`src/sc1a_pkg.sv`:
```
`default_nettype none

package sc1a_pkg;

  localparam logic [7:0] PREFIX_BYTE = 8'hE0;
  localparam int unsigned IdWidth    = 7;
  localparam int unsigned CharWidth  = 7;

  localparam logic [IdWidth-1:0] ID_LCTRL  = 7'h1D;
  localparam logic [IdWidth-1:0] ID_LSHIFT = 7'h2A;
  localparam logic [IdWidth-1:0] ID_RSHIFT = 7'h36;
  localparam logic [IdWidth-1:0] ID_LALT   = 7'h38;
  localparam logic [IdWidth-1:0] ID_CAPS   = 7'h3A;
  localparam logic [IdWidth-1:0] ID_NUMLK  = 7'h45;
  localparam logic [IdWidth-1:0] ID_INSERT = 7'h52;
  localparam logic [IdWidth-1:0] PAD_LOW   = 7'h47;
  localparam logic [IdWidth-1:0] PAD_HIGH  = 7'h53;

  localparam logic [CharWidth-1:0] LETTER_CASE_STEP = 7'h20;

  typedef enum logic [1:0] {
    KIND_PRESS       = 2'd0,
    KIND_RELEASE     = 2'd1,
    KIND_SPC_PRESS   = 2'd2,
    KIND_SPC_RELEASE = 2'd3
  } event_kind_e;

  typedef struct packed {
    logic shift;
    logic ctrl;
    logic alt;
    logic caps;
    logic num;
    logic ins;
  } flags_t;

  typedef struct packed {
    logic                  emit;
    logic                  ext_next;
    flags_t                flags_next;
    logic [IdWidth-1:0]    key_id;
    event_kind_e           kind;
    logic [CharWidth-1:0]  ascii_char;
  } decode_t;

  function automatic logic [CharWidth-1:0] lower_char(input logic [IdWidth-1:0] id);
    logic [CharWidth-1:0] c;
    unique case (id)
      7'h02: c = 7'h31; 7'h03: c = 7'h32; 7'h04: c = 7'h33; 7'h05: c = 7'h34;
      7'h06: c = 7'h35; 7'h07: c = 7'h36; 7'h08: c = 7'h37; 7'h09: c = 7'h38;
      7'h0A: c = 7'h39; 7'h0B: c = 7'h30; 7'h0C: c = 7'h2D; 7'h0D: c = 7'h3D;
      7'h0E: c = 7'h08; 7'h0F: c = 7'h09;
      7'h10: c = 7'h71; 7'h11: c = 7'h77; 7'h12: c = 7'h65; 7'h13: c = 7'h72;
      7'h14: c = 7'h74; 7'h15: c = 7'h79; 7'h16: c = 7'h75; 7'h17: c = 7'h69;
      7'h18: c = 7'h6F; 7'h19: c = 7'h70; 7'h1A: c = 7'h5B; 7'h1B: c = 7'h5D;
      7'h1C: c = 7'h0A; 7'h1E: c = 7'h61; 7'h1F: c = 7'h73;
      7'h20: c = 7'h64; 7'h21: c = 7'h66; 7'h22: c = 7'h67; 7'h23: c = 7'h68;
      7'h24: c = 7'h6A; 7'h25: c = 7'h6B; 7'h26: c = 7'h6C; 7'h27: c = 7'h3B;
      7'h28: c = 7'h27; 7'h29: c = 7'h60; 7'h2B: c = 7'h5C; 7'h2C: c = 7'h7A;
      7'h2D: c = 7'h78; 7'h2E: c = 7'h63; 7'h2F: c = 7'h76;
      7'h30: c = 7'h62; 7'h31: c = 7'h6E; 7'h32: c = 7'h6D; 7'h33: c = 7'h2C;
      7'h34: c = 7'h2E; 7'h35: c = 7'h2F; 7'h37: c = 7'h2A; 7'h39: c = 7'h20;
      7'h47: c = 7'h37; 7'h48: c = 7'h38; 7'h49: c = 7'h39; 7'h4A: c = 7'h2D;
      7'h4B: c = 7'h34; 7'h4C: c = 7'h35; 7'h4D: c = 7'h36; 7'h4E: c = 7'h2B;
      7'h4F: c = 7'h31; 7'h50: c = 7'h32; 7'h51: c = 7'h33; 7'h52: c = 7'h30;
      7'h53: c = 7'h2E;
      default: c = '0;
    endcase
    return c;
  endfunction

  function automatic logic [CharWidth-1:0] upper_char(input logic [IdWidth-1:0] id);
    logic [CharWidth-1:0] c;
    unique case (id)
      7'h02: c = 7'h21; 7'h03: c = 7'h40; 7'h04: c = 7'h23; 7'h05: c = 7'h24;
      7'h06: c = 7'h25; 7'h07: c = 7'h5E; 7'h08: c = 7'h26; 7'h09: c = 7'h2A;
      7'h0A: c = 7'h28; 7'h0B: c = 7'h29; 7'h0C: c = 7'h5F; 7'h0D: c = 7'h2B;
      7'h0E: c = 7'h08; 7'h0F: c = 7'h09;
      7'h10: c = 7'h51; 7'h11: c = 7'h57; 7'h12: c = 7'h45; 7'h13: c = 7'h52;
      7'h14: c = 7'h54; 7'h15: c = 7'h59; 7'h16: c = 7'h55; 7'h17: c = 7'h49;
      7'h18: c = 7'h4F; 7'h19: c = 7'h50; 7'h1A: c = 7'h7B; 7'h1B: c = 7'h7D;
      7'h1C: c = 7'h0A; 7'h1E: c = 7'h41; 7'h1F: c = 7'h53;
      7'h20: c = 7'h44; 7'h21: c = 7'h46; 7'h22: c = 7'h47; 7'h23: c = 7'h48;
      7'h24: c = 7'h4A; 7'h25: c = 7'h4B; 7'h26: c = 7'h4C; 7'h27: c = 7'h3A;
      7'h28: c = 7'h22; 7'h29: c = 7'h7E; 7'h2B: c = 7'h7C; 7'h2C: c = 7'h5A;
      7'h2D: c = 7'h58; 7'h2E: c = 7'h43; 7'h2F: c = 7'h56;
      7'h30: c = 7'h42; 7'h31: c = 7'h4E; 7'h32: c = 7'h4D; 7'h33: c = 7'h3C;
      7'h34: c = 7'h3E; 7'h35: c = 7'h3F; 7'h37: c = 7'h2A; 7'h39: c = 7'h20;
      7'h47: c = 7'h0D; 7'h4A: c = 7'h2D; 7'h4C: c = 7'h35; 7'h4E: c = 7'h2B;
      default: c = '0;
    endcase
    return c;
  endfunction

endpackage

`default_nettype wire

```
`src/scancode_set1_to_ascii_decoder.sv`:
```
// A byte accepted into the input register is decoded from there and its
// item is presented from the result register. Throughput: one byte per
// cycle unless output stalls; the two registers form a two-stage pipe.
// Prefix bytes produce no item. Reset (asynchronous, active low) clears all
// modifier and lock flags, the pending-extended flag and both valid bits.
`default_nettype none

module scancode_set1_to_ascii_decoder (
  input  logic        clk_i,
  input  logic        rst_ni,
  input  logic        s_axis_tvalid,
  output logic        s_axis_tready,
  input  logic [7:0]  s_axis_tdata,  // [7:0] scan_byte
  output logic        m_axis_tvalid,
  input  logic        m_axis_tready,
  // [6:0] key_id, [13:7] ascii_char, [14] shift_held, [15] ctrl_held,
  // [16] alt_held, [17] caps_lock_on, [18] num_lock_on, [19] insert_mode_on,
  // [23:20] zero
  output logic [23:0] m_axis_tdata,
  output logic [1:0]  m_axis_tuser   // [1:0] event_kind
);
  import sc1a_pkg::*;

  logic                 in_valid_q;
  logic [7:0]           in_byte_q;
  flags_t               flags_q;
  logic                 ext_q;
  logic                 out_valid_q;
  logic [IdWidth-1:0]   key_id_q;
  event_kind_e          kind_q;
  logic [CharWidth-1:0] char_q;
  flags_t               out_flags_q;

  logic    out_ready;
  logic    in_advance;
  decode_t dec;

  assign out_ready     = !out_valid_q || m_axis_tready;
  assign in_advance    = in_valid_q && out_ready;
  assign s_axis_tready = !in_valid_q || in_advance;

  sc1a_decode u_decode (
    .scan_byte_i (in_byte_q),
    .flags_i     (flags_q),
    .ext_i       (ext_q),
    .dec_o       (dec)
  );

  always_ff @(posedge clk_i or negedge rst_ni) begin
    if (!rst_ni) begin
      in_valid_q  <= 1'b0;
      out_valid_q <= 1'b0;
      flags_q     <= '0;
      ext_q       <= 1'b0;
    end else begin
      if (s_axis_tready) begin
        in_valid_q <= s_axis_tvalid;
      end
      if (in_advance) begin
        flags_q <= dec.flags_next;
        ext_q   <= dec.ext_next;
      end
      if (in_advance && dec.emit) begin
        out_valid_q <= 1'b1;
      end else if (m_axis_tready) begin
        out_valid_q <= 1'b0;
      end
    end
  end

  always_ff @(posedge clk_i) begin
    if (s_axis_tready && s_axis_tvalid) begin
      in_byte_q <= s_axis_tdata;
    end
    if (in_advance && dec.emit) begin
      key_id_q    <= dec.key_id;
      kind_q      <= dec.kind;
      char_q      <= dec.ascii_char;
      out_flags_q <= dec.flags_next;
    end
  end

  assign m_axis_tvalid = out_valid_q;
  assign m_axis_tuser  = kind_q;
  assign m_axis_tdata  = {4'b0000, out_flags_q.ins, out_flags_q.num, out_flags_q.caps,
                          out_flags_q.alt, out_flags_q.ctrl, out_flags_q.shift,
                          char_q, key_id_q};

  a_prefix_sets_ext : assert property (@(posedge clk_i) disable iff (!rst_ni)
    in_advance && in_byte_q == PREFIX_BYTE |=> ext_q)
    else $error("prefix byte did not set the pending-extended flag");

  a_byte_makes_item : assert property (@(posedge clk_i) disable iff (!rst_ni)
    in_advance && in_byte_q != PREFIX_BYTE |=> out_valid_q && !ext_q)
    else $error("non-prefix byte did not produce an item");

  a_release_no_char : assert property (@(posedge clk_i) disable iff (!rst_ni)
    out_valid_q && kind_q != KIND_PRESS |-> char_q == '0)
    else $error("release or special item carries a character");

  a_shift_press : assert property (@(posedge clk_i) disable iff (!rst_ni)
    out_valid_q && kind_q == KIND_PRESS && key_id_q == ID_LSHIFT |-> out_flags_q.shift)
    else $error("shift press did not set the shift flag");

endmodule

`default_nettype wire

```
`src/sc1a_decode.sv`:
```
`default_nettype none

module sc1a_decode (
  input  logic [7:0]       scan_byte_i,
  input  sc1a_pkg::flags_t flags_i,
  input  logic             ext_i,
  output sc1a_pkg::decode_t dec_o
);
  import sc1a_pkg::*;

  logic [IdWidth-1:0]   id;
  logic                 up;
  logic                 special;
  logic                 is_pad;
  logic [CharWidth-1:0] raw_char;

  assign id       = scan_byte_i[6:0];
  assign up       = scan_byte_i[7];
  assign special  = ext_i || !flags_i.num;
  assign is_pad   = (id >= PAD_LOW) && (id <= PAD_HIGH);
  // The table choice and the case swap use the flags held before this item.
  assign raw_char = flags_i.shift ? upper_char(id) : lower_char(id);

  always_comb begin
    dec_o            = '0;
    dec_o.key_id     = id;
    dec_o.flags_next = flags_i;
    dec_o.kind       = KIND_PRESS;
    dec_o.ascii_char = '0;
    dec_o.ext_next   = 1'b0;
    dec_o.emit       = 1'b1;

    if (scan_byte_i == PREFIX_BYTE) begin
      dec_o.emit     = 1'b0;
      dec_o.ext_next = 1'b1;
    end else if (special && (id == ID_LALT || id == ID_LCTRL || is_pad)) begin
      if (id == ID_LALT) begin
        dec_o.flags_next.alt = !up;
      end else if (id == ID_LCTRL) begin
        dec_o.flags_next.ctrl = !up;
      end else if (!up && id == ID_INSERT) begin
        dec_o.flags_next.ins = !flags_i.ins;
      end
      dec_o.kind = up ? KIND_SPC_RELEASE : KIND_SPC_PRESS;
    end else begin
      if (id == ID_LSHIFT || id == ID_RSHIFT) begin
        dec_o.flags_next.shift = !up;
      end else if (id == ID_LALT) begin
        dec_o.flags_next.alt = !up;
      end else if (id == ID_LCTRL) begin
        dec_o.flags_next.ctrl = !up;
      end
      if (up) begin
        dec_o.kind = KIND_RELEASE;
      end else begin
        dec_o.ascii_char = raw_char;
        if (flags_i.caps) begin
          if (raw_char >= 7'h61 && raw_char <= 7'h7A) begin
            dec_o.ascii_char = raw_char - LETTER_CASE_STEP;
          end else if (raw_char >= 7'h41 && raw_char <= 7'h5A) begin
            dec_o.ascii_char = raw_char + LETTER_CASE_STEP;
          end
        end
        if (id == ID_NUMLK) begin
          dec_o.flags_next.num = !flags_i.num;
        end else if (id == ID_CAPS) begin
          dec_o.flags_next.caps = !flags_i.caps;
        end
      end
    end
  end

endmodule

`default_nettype wire

```
`config.mk`:
```
export PLATFORM = sky130hd
export DESIGN_NAME = scancode_set1_to_ascii_decoder
export DESIGN_NICKNAME = d
export VERILOG_FILES = /design/src/sc1a_pkg.sv /design/src/scancode_set1_to_ascii_decoder.sv /design/src/sc1a_decode.sv
export SDC_FILE = /design/constraint.sdc
export NUM_CORES = 1
export LEC_CHECK = 0
export BUFFER_PORTS_ARGS = -buffer_cell sky130_fd_sc_hd__buf_2
export CAP_MARGIN = 5
export CORE_MARGIN = 2
export CORE_UTILIZATION = 43
export CTS_BUF_LIST = sky130_fd_sc_hd__clkbuf_4
export DETAILED_ROUTE_END_ITERATION = 10
export HOLD_SLACK_MARGIN = 0.12
export PLACE_DENSITY = 0.66
export SYNTH_ARGS = -nofsm -noshare
export SYNTH_HDL_FRONTEND = slang
export SYNTH_SLANG_ARGS = --single-unit
```
`constraint.sdc`:
```
create_clock -name clk_i -period 3.76 [get_ports clk_i]
set_input_delay 0.752 -clock clk_i [delete_from_list [all_inputs] [get_ports clk_i]]
set_output_delay 0.752 -clock clk_i [all_outputs]
set_load 0.02 [all_outputs]
```
==> impl_metrics.csv, run 1 <==
group,metric,value,unit
placement,port_buffers,35,
pwr,peakVddDrop,0.170,mV
routing,viasPerCell,6.30,
yosys,ys_warn_count,0,
floorplanning,die_h,99.2,um
timing,relSlewSlack,44.4,%
clocking,htree_levels,2,
floorplanning,die_area,0.00985,sq mm
status,status,"complete, no violations",
floorplanning,fp.coreArea,0.00876,sq mm
clocking,cts_tree,"built",
yosys,yosysSeqAreaShare,36.1,%
yosys,synth-edff-count,30,
yosys,ys_types,84,
routing,via_count,3618,
clocking,cts_buffers,5,
yosys,syn_inst,439,
placement,dp_hpwl,7900,um
pwr,leakagePower,0.00166,uW
routing,ant_nets,0,
timing,timing.final.hold_violations,0,
grt,grt_pass1_wl,17200,um
floorplanning,die_w,99.2,um
routing,drtPass1Iterations,7,
placement,place_ws,515,ps
timing,rsz0062_at_grt,"false",
grt,grt_overflow,0,
routing,avgRoutedWirePerCell,18.8,um
routing,drc,0,
worst_setup_path,endpoint_kind,"flop",
yosys,netlist_area,0.00390,sq mm
yosys,synth.avg_cell_area,8.88,sq um
clocking,clock_sinks,53,
placement,place_congestion,0.975,
clocking,clock_path_buffers,2,
timing,finalSetupViolCount,0,
worst_setup_path,crit_fanout,12,
floorplanning,row_count,34,
worst_setup_path,ff2ff_path_depth,7,
timing,finalMaxSlewViolations,0,
yosys,async_flop_share,17.0,%
cells_and_area,drive_gt1_share,18.9,%
cells_and_area,nets,490,
timing,setup_tns,0,ps
timing,fin_skew,19.1,ps
clocking,cts-root-buf,"clkbuf_4",
clocking,clk_pin_slew_worst_paths,160,ps
pwr,power_density,415,mW/mm^2
timing,finalCritPeriodShare,78.8,%
worst_setup_path,startpoint_type,"flop",
worst_setup_path,critPathKind,"reg -> reg",
worst_setup_path,critPathRequiredTime,4040,ps
grt,grt_pass1_vias,3205,
timing,fin_crit,2960,ps
flow_run,drv_cap,0,
grt,grt_usage,21.6,%
floorplanning,start_util,44.5,%
clocking,hold_buffers,0,
yosys,synth-seq-cells,53,
min_path,hold_path.class,"in -> async",
grt,grt_max_degree,23,
clocking,clk_latency,370,ps
timing,worstMarginPinSlew,833,ps
timing,layout_setup_ws,796,ps
cells_and_area,fillCellCount,847,
clocking,cts_resized,0,
routing,drt-initial-drc-count,487,
yosys,synth_ff_type,"edfxtp_1",
floorplanning,ios,40,
cells_and_area,area.growth.synth_to_final,7.89,%
grt,antenna_found_initial,1,
clocking,cts_setup_buffers,0,
worst_setup_path,crit_arrival,3240,ps
timing,max_freq,337,MHz
routing,wl,10800,um
synthesized netlist by cell type (all sizes together), types with 5 or more instances:
| cell | count | area share [%] |
|---|---|---|
| nand2 | 55 | 6.0 |
| a21oi | 41 | 5.4 |
| nor2 | 33 | 3.5 |
| o21ai | 32 | 4.3 |
| edfxtp | 30 | 23 |
| buf | 24 | 3.9 |
| dfxtp | 14 | 7.2 |
| ha | 14 | 4.5 |
| inv | 14 | 1.5 |
| nor3 | 11 | 1.8 |
| mux2i | 10 | 2.7 |
| a211oi | 9 | 1.7 |
| dfrtp | 9 | 5.8 |
| a31oi | 8 | 1.3 |
| and2 | 8 | 1.3 |
| nand3 | 8 | 1.0 |
| nand2b | 7 | 1.1 |
| clkbuf | 6 | 0.58 |
| xor2 | 6 | 1.3 |
| mux2 | 5 | 1.4 |
| nor2b | 5 | 0.80 |
| o211ai | 5 | 1.3 |
cell families (layout without fill, tap and decap cells):
family | after synthesis | in the layout | synth area share (%)
flops | 53 | 53 | 36.1
buf+inv | 45 | 68 | 6.10
mux | 15 | 15 | 4.11
xor+xnor | 10 | 10 | 2.25
fa+ha+maj | 14 | 14 | 4.49
other cells | 1 | 5 | 0.0962
simple gates | 153 | 153 | 20.7
compound gates | 148 | 148 | 26.2
final timing paths:
check | end | slack (ps) | start
setup / recovery | flop | 800 | in_valid_q
hold / removal | in_valid_q | 210 | rst_ni
setup reg to reg | flop | 800 | in_valid_q
hold reg to reg | flags_q[0] | 500 | flags_q[0]
max in group asynchronous | flags_q[2] | 3340 | rst_ni
min in group clk_i | flags_q[0] | 500 | flags_q[0]
critical path, stage by stage (launching register included):
cell      delay, ps
dfrtp_1         460
and3b_1         360
o211ai_4        440
ha_1            560
o21ai_0         270
a21oi_1         360
a211oi_1        120
o32ai_1         280
stage by stage:
step	hold slack, ps	instance area, sq um	std cells	utilization [%]	total power (uW)
2_1_floorplan	421	3910	442	-	1240
3_3_place_gp	473	4120	565	47.0	1420
3_5_place_dp	478	4120	565	47.0	1410
4_1_cts	209	4210	573	48.0	1740
5_1_grt	197	4210	574	48.0	1840
6_report	206	4210	574	48.0	1750
area by class of cell:
class / count / area, sq um / share of cell area (%)
clock buffers: 6 / 45.0 / 1.07
multi-input cells: 344 / 2270 / 53.9
clock inverters: 2 / 38.8 / 0.922
flip-flops and latches: 53 / 1410 / 33.4
diodes: 1 / 2.50 / 0.0595
repair buffers: 45 / 250 / 5.95
inverters: 15 / 62.6 / 1.49
well taps: 108 / 135 / 3.21
cells in the final DEF, fill, tap and decap left out, types with 6 or more instances in the layout:
| cell | n |
|---|---|
| a211oi_1 | 9 |
| a21oi_1 | 40 |
| a31oi_1 | 8 |
| and2_1 | 6 |
| buf_2 | 35 |
| buf_4 | 10 |
| clkbuf_4 | 6 |
| dfrtp_1 | 9 |
| dfxtp_1 | 14 |
| edfxtp_1 | 30 |
| ha_1 | 14 |
| inv_1 | 11 |
| mux2i_1 | 9 |
| nand2_1 | 52 |
| nand2b_1 | 7 |
| nand3_1 | 8 |
| nor2_1 | 30 |
| nor3_1 | 9 |
| o21ai_0 | 26 |
| xor2_1 | 6 |
layer usage:
layer	vias up	wire [um]	GRT usage [%]
li1	1679	-	-
met1	1691	4700	31.3
met2	217	4910	33.6
met3	31	802	2.04
met4	0	349	8.43
met5	-	0	0
power breakdown:
group	switching, uW	internal, uW	leakage (uW)
combinational	422	236	0.00108
sequential	59.8	701	0.000530
clock	180	149	0.0000459
total	662	1090	0.00166
(Power assumes the default switching activity.)
==> run 2, diff against run 1 <==
clock period = 2.9 ns   (was 3.76 ns; I/O delays follow)
==> run 2 against run 1 <==
Compared with the run above: maximum frequency is 8.1% higher; final cell count is 5.4% higher; critical path depth up 2; setup slack got worse by 640 ps; total power rose by 29%; routed wire length rose by 4.3%; clock skew is 7.0 ps lower; sequential share of layout area down 1.8 points; via count rose by 0.80%; largest cell class unchanged; largest power group unchanged.
==> impl_metrics.csv, run 2 (same netlist as run 1, synthesis figures left out) <==
group,metric,value,unit
grt,grt_pass1_vias,3453,
min_path,hold_path.class,"in -> reg",
worst_setup_path,crit_arrival,3020,ps
grt,grt_max_degree,22,
timing,finalSetupViolCount,0,
timing,fin_crit,2740,ps
timing,whs,382,ps
worst_setup_path,critPathRequiredTime,3180,ps
timing,finalMaxSlewViolations,0,
timing,finalCritPeriodShare,94.6,%
worst_setup_path,max_stage_delay,470,ps
floorplanning,ios,40,
pwr,peakVddDrop,0.178,mV
pwr,internal-power,1380,uW
pwr,clkPwrFrac,15.0,%
pwr,seqPwrFrac,43.6,%
floorplanning,start_util,44.5,%
min_path,hold_depth,1,
cells_and_area,drive_gt1_share,24.1,%
clocking,cts_tree,"built",
routing,viasPerCell,6.03,
clocking,cts-root-buf,"clkbuf_4",
clocking,clk_latency,360,ps
grt,grt_usage,22.4,%
worst_setup_path,crit_slowest_cell,"dfrtp_1",
grt,antenna_found_initial,0,
routing,via_count,3647,
pwr,leakagePower,0.00180,uW
pwr,power_density,507,mW/mm^2
pwr,switching_share,38.8,%
grt,grt_overflow,0,
floorplanning,row_count,34,
cells_and_area,area.growth.synth_to_final,14.2,%
clocking,clock_sinks,53,
timing,relSlewSlack,63.2,%
grt,grtUsageMet2,36.5,%
placement,place_congestion,0.973,
clocking,cts_buffers,5,
floorplanning,die_h,99.2,um
grt,grt.busiest_layer,"met2",
worst_setup_path,ff2ff_path_depth,9,
floorplanning,fp.coreArea,0.00876,sq mm
pwr,fin_total_pwr,2260,uW
clocking,clock_path_buffers,2,
timing,max_freq,365,MHz
worst_setup_path,crit_fanout,10,
flow_run,drv_cap,0,
grt,use_met1,30.3,%
cells_and_area,antennaDiodeCount,0,
grt,globalRouteMet3Util,2.67,%
worst_setup_path,endpoint_kind,"flop",
routing,drt-initial-drc-count,336,
routing,ant_nets,0,
clocking,htree_levels,2,
routing,drtPass1Iterations,5,
timing,worstMarginPinSlew,551,ps
floorplanning,die_w,99.2,um
cells_and_area,final_common_cell,"nand2_1",
routing,drc,0,
worst_setup_path,startpoint_type,"flop",
timing,timing.final.hold_violations,0,
clocking,clk_pin_slew_worst_paths,150,ps
grt,grt_pass1_wl,17700,um
worst_setup_path,critPathKind,"reg -> reg",
routing,wl,11200,um
placement,port_buffers,35,
worst_setup_path,cp_cell_sequence,"and3b_1, o211a_1, buf_4, ha_1, a21oi_2, a21oi_1, a221oi_1, nor2_1, o41ai_2",
status,status,"complete, no violations",
cells_and_area,nets,522,
cells_and_area,most-common-layout-cells,"52 x nand2_1, 39 x a21oi_1, 39 x buf_4",
timing,fin_skew,12.1,ps
pwr,p_switching,875,uW
floorplanning,die_area,0.00985,sq mm
placement,dp_hpwl,8760,um
routing,avgRoutedWirePerCell,18.6,um
timing,rsz0062_at_grt,"false",
clocking,cts_setup_buffers,0,
pwr,comb_power_share,41.4,%
run 2: cell count changes in the layout (fill, tap and decap cells not counted):
cell,before,now
clkinv_4,1,0
dlygate4sd3_1,0,1
buf_12,0,2
clkinvlp_4,0,2
a21oi_1,40,39
bufinv_16,1,0
diode_2,1,0
buf_4,10,39
a21oi_2,1,2
run 2: layout make-up:
class / instances / area [sq um]
fillers: 839 / 4310
multi-input cells: 344 / 2270
flip-flops and latches: 53 / 1410
repair buffers: 77 / 518
well taps: 108 / 135
inverters: 15 / 62.6
clock buffers: 6 / 45.0
clock inverters: 2 / 15.0
run 2: layer usage:
layer,part of all wire [%],vias to the layer above
met5,0,-
met1,45,1739
met4,3.0,0
met3,5.5,26
met2,47,142
li1,-,1740
run 2: repair_timing:
action | CTS | global route
endpoints found under the setup margin | 0 | 1
hold buffers | 1 | 0
resized for setup | 0 | 1
endpoints found under the hold margin | 9 | 0
run 2: power groups by stage:
stage,clock (uW),sequential (uW),combinational [uW]
finish,339,985,933
global route,372,998,1010
CTS,348,984,919
detailed placement,0,1000,915
global placement,0,996,912
floorplan,0,1020,594
run 2: worst paths after layout:
path,startpoint,end,slack (ps)
max in group asynchronous,rst_ni,flags_q[5],2130
min in group asynchronous,rst_ni,ext_q,570
hold / removal,s_axis_tdata[7],in_byte_q[7],380
setup / recovery,in_valid_q,flop,160
setup reg to reg,in_valid_q,flop,160
hold reg to reg,flags_q[4],flags_q[4],500
run 2: critical path: cells and delay by family, from the launching register on:
| family | cells | cell delay, ps |
|---|---|---|
| adder cells (fa/ha/maj) | 1 | 300 |
| AND/OR/NAND/NOR | 2 | 440 |
| buffers and inverters | 1 | 180 |
| flip-flops | 1 | 470 |
| AO/OA/AOI/OAI | 5 | 1240 |
run 2: metrics by stage:
stage	utilization, %	worst slack (ps)	cell area [sq um]	instances	setup TNS (ps)
floorplan	-	344	3910	442	0
global placement	50.0	-113	4380	596	-113
detailed placement	50.0	-177	4380	596	-177
CTS	50.8	29.1	4450	605	0
global route	50.8	47.6	4450	605	0
finish	50.8	158	4450	605	0
==> run 3, diff against run 2 <==
CELL_PAD_IN_SITES_DETAIL_PLACEMENT = 1   (was not set)
CELL_PAD_IN_SITES_GLOBAL_PLACEMENT = 1   (was not set)
MAX_ROUTING_LAYER = met4   (was not set)
PLACE_DENSITY = 0.82   (was 0.66)
==> run 3 against run 2 <==
Compared with the run above: die area unchanged; first-iteration DRC count down 26%; clock-buffer cell count shrank 1; largest cell class unchanged; routed wire length increased by 16%; largest power group unchanged.
==> impl_metrics.csv, run 3 (same netlist as run 1, synthesis figures left out) <==
group,metric,value,unit
status,status,"complete, no violations",
floorplanning,row_count,34,
routing,viasPerCell,6.34,
min_path,hold_path.class,"in -> reg",
cells_and_area,utilization,49.9,%
grt,grt_pass1_wl,21000,um
pwr,peakVddDrop,0.250,mV
cells_and_area,nets,515,
cells_and_area,most-common-layout-cells,"52 x nand2_1, 39 x a21oi_1, 35 x buf_2",
pwr,comb_power_share,41.4,%
routing,wl_met3,809,um
timing,whs,357,ps
grt,grt_max_degree,19,
routing,met2WireLength,6350,um
clocking,cts_tree,"built",
timing,fin_crit,2730,ps
worst_setup_path,startpoint_type,"flop",
clocking,clock_sinks,53,
routing,highest_layer,"met4",
timing,rsz0062_at_grt,"false",
floorplanning,die_w,99.2,um
min_path,hold_depth,1,
grt,grt_usage,27.4,%
worst_setup_path,crit_fanout,10,
cells_and_area,area.growth.synth_to_final,12.2,%
routing,ant_nets,0,
timing,relSlewSlack,57.6,%
routing,met1_length,5420,um
clocking,clock_path_buffers,2,
clocking,clk_latency,380,ps
grt,antenna_found_initial,0,
clocking,clk_pin_slew_worst_paths,170,ps
timing,worstMarginPinSlew,637,ps
floorplanning,die_area,0.00985,sq mm
placement,dp_hpwl,10000,um
worst_setup_path,endpoint_kind,"flop",
clocking,htree_levels,2,
pwr,clkPwrFrac,15.2,%
cells_and_area,drive_gt1_share,23.3,%
clocking,cts_buffers,5,
pwr,seqPwrFrac,43.3,%
floorplanning,fp.coreArea,0.00876,sq mm
pwr,internal-power,1350,uW
floorplanning,start_util,44.5,%
routing,wl,13000,um
cells_and_area,final_common_cell,"nand2_1",
cells_and_area,antennaDiodeCount,0,
placement,place_ws,-242,ps
cells_and_area,fillCellCount,1052,
worst_setup_path,critPathRequiredTime,3200,ps
timing,finalCritPeriodShare,94.1,%
floorplanning,die_h,99.2,um
grt,grt_pass1_vias,3936,
grt,grt_overflow,0,
worst_setup_path,crit_arrival,3030,ps
routing,drtPass1Iterations,5,
worst_setup_path,ff2ff_path_depth,9,
cells_and_area,multi_input_area,0.00227,sq mm
pwr,p_switching,927,uW
clocking,cts-root-buf,"clkbuf_4",
routing,via_count,3794,
flow_run,drv_cap,0,
timing,finalSetupViolCount,0,
routing,drt-initial-drc-count,247,
routing,drc,0,
routing,avgRoutedWirePerCell,21.7,um
timing,fin_skew,23.2,ps
worst_setup_path,critPathKind,"reg -> reg",
placement,place_congestion,1.06,
timing,setup_tns,0,ps
timing,finalMaxSlewViolations,0,
cells_and_area,regArea,0.00141,sq mm
placement,port_buffers,35,
pwr,leakagePower,0.00176,uW
pwr,power_density,521,mW/mm^2
timing,timing.final.hold_violations,0,
timing,max_freq,367,MHz
timing,layout_setup_ws,172,ps
floorplanning,ios,40,
pwr,switching_share,40.7,%
run 3: cell types whose count changed in the layout (fill, tap and decap cells not counted), sizes merged:
| cell | change |
|---|---|
| clkbuf | -1 |
| inv | +1 |
| buf | -7 |
run 3: critical path: stages (launching register included):
cell	delay (ps)
dfrtp_1	480
and3b_2	340
o211a_1	290
buf_4	180
ha_1	300
a21oi_2	260
a21oi_1	100
a221oi_1	290
nor2_1	100
o41ai_2	310
run 3: worst paths after layout:
| check | startpoint | to | slack (ps) |
|---|---|---|---|
| setup reg to reg | in_valid_q | flop | 170 |
| setup / recovery | in_valid_q | flop | 170 |
| max in group asynchronous | rst_ni | flags_q[4] | 2160 |
| hold reg to reg | flags_q[0] | flags_q[0] | 520 |
| min in group asynchronous | rst_ni | flags_q[3] | 550 |
| hold / removal | s_axis_tdata[7] | in_byte_q[7] | 360 |
run 3: power by group through the flow:
stage	Combinational (uW)	Clock, uW	Sequential (uW)
after detailed placement	919	0	1010
after CTS	925	360	988
after floorplan	594	0	1020
after global placement	888	0	994
final	944	347	988
after global routing	1020	381	999
run 3: layout make-up:
| cell class | instances | share of cell area, % |
|---|---|---|
| Multi-Input combinational cell | 344 | 51.9 |
| Sequential cell | 53 | 32.1 |
| Inverter | 15 | 1.43 |
| Clock inverter | 3 | 0.486 |
| Clock buffer | 5 | 0.858 |
| Timing Repair Buffer | 70 | 10.1 |
| Tap cell | 108 | 3.09 |
run 3: per-layer routing:
metal,global-route usage (%),up-vias
met5,-,-
met4,10.3,0
met3,3.09,32
met2,45.7,183
met1,34.3,1852
li1,-,1727
run 3: metrics by stage:
step                      cells  power (uW)  cell area (sq um)
after CTS                   598        2270               4370
after detailed placement    589        1920               4300
after floorplan             442        1610               3910
final                       598        2280               4380
after global routing        598        2400               4380
after global placement      589        1880               4300
run 3: what timing repair did:
action                                  CTS  global route
resized for setup                         1             1
hold buffers                              1             0
buffers inserted                          0             0
endpoints found under the hold margin     9             0
endpoints found under the setup margin    1             1
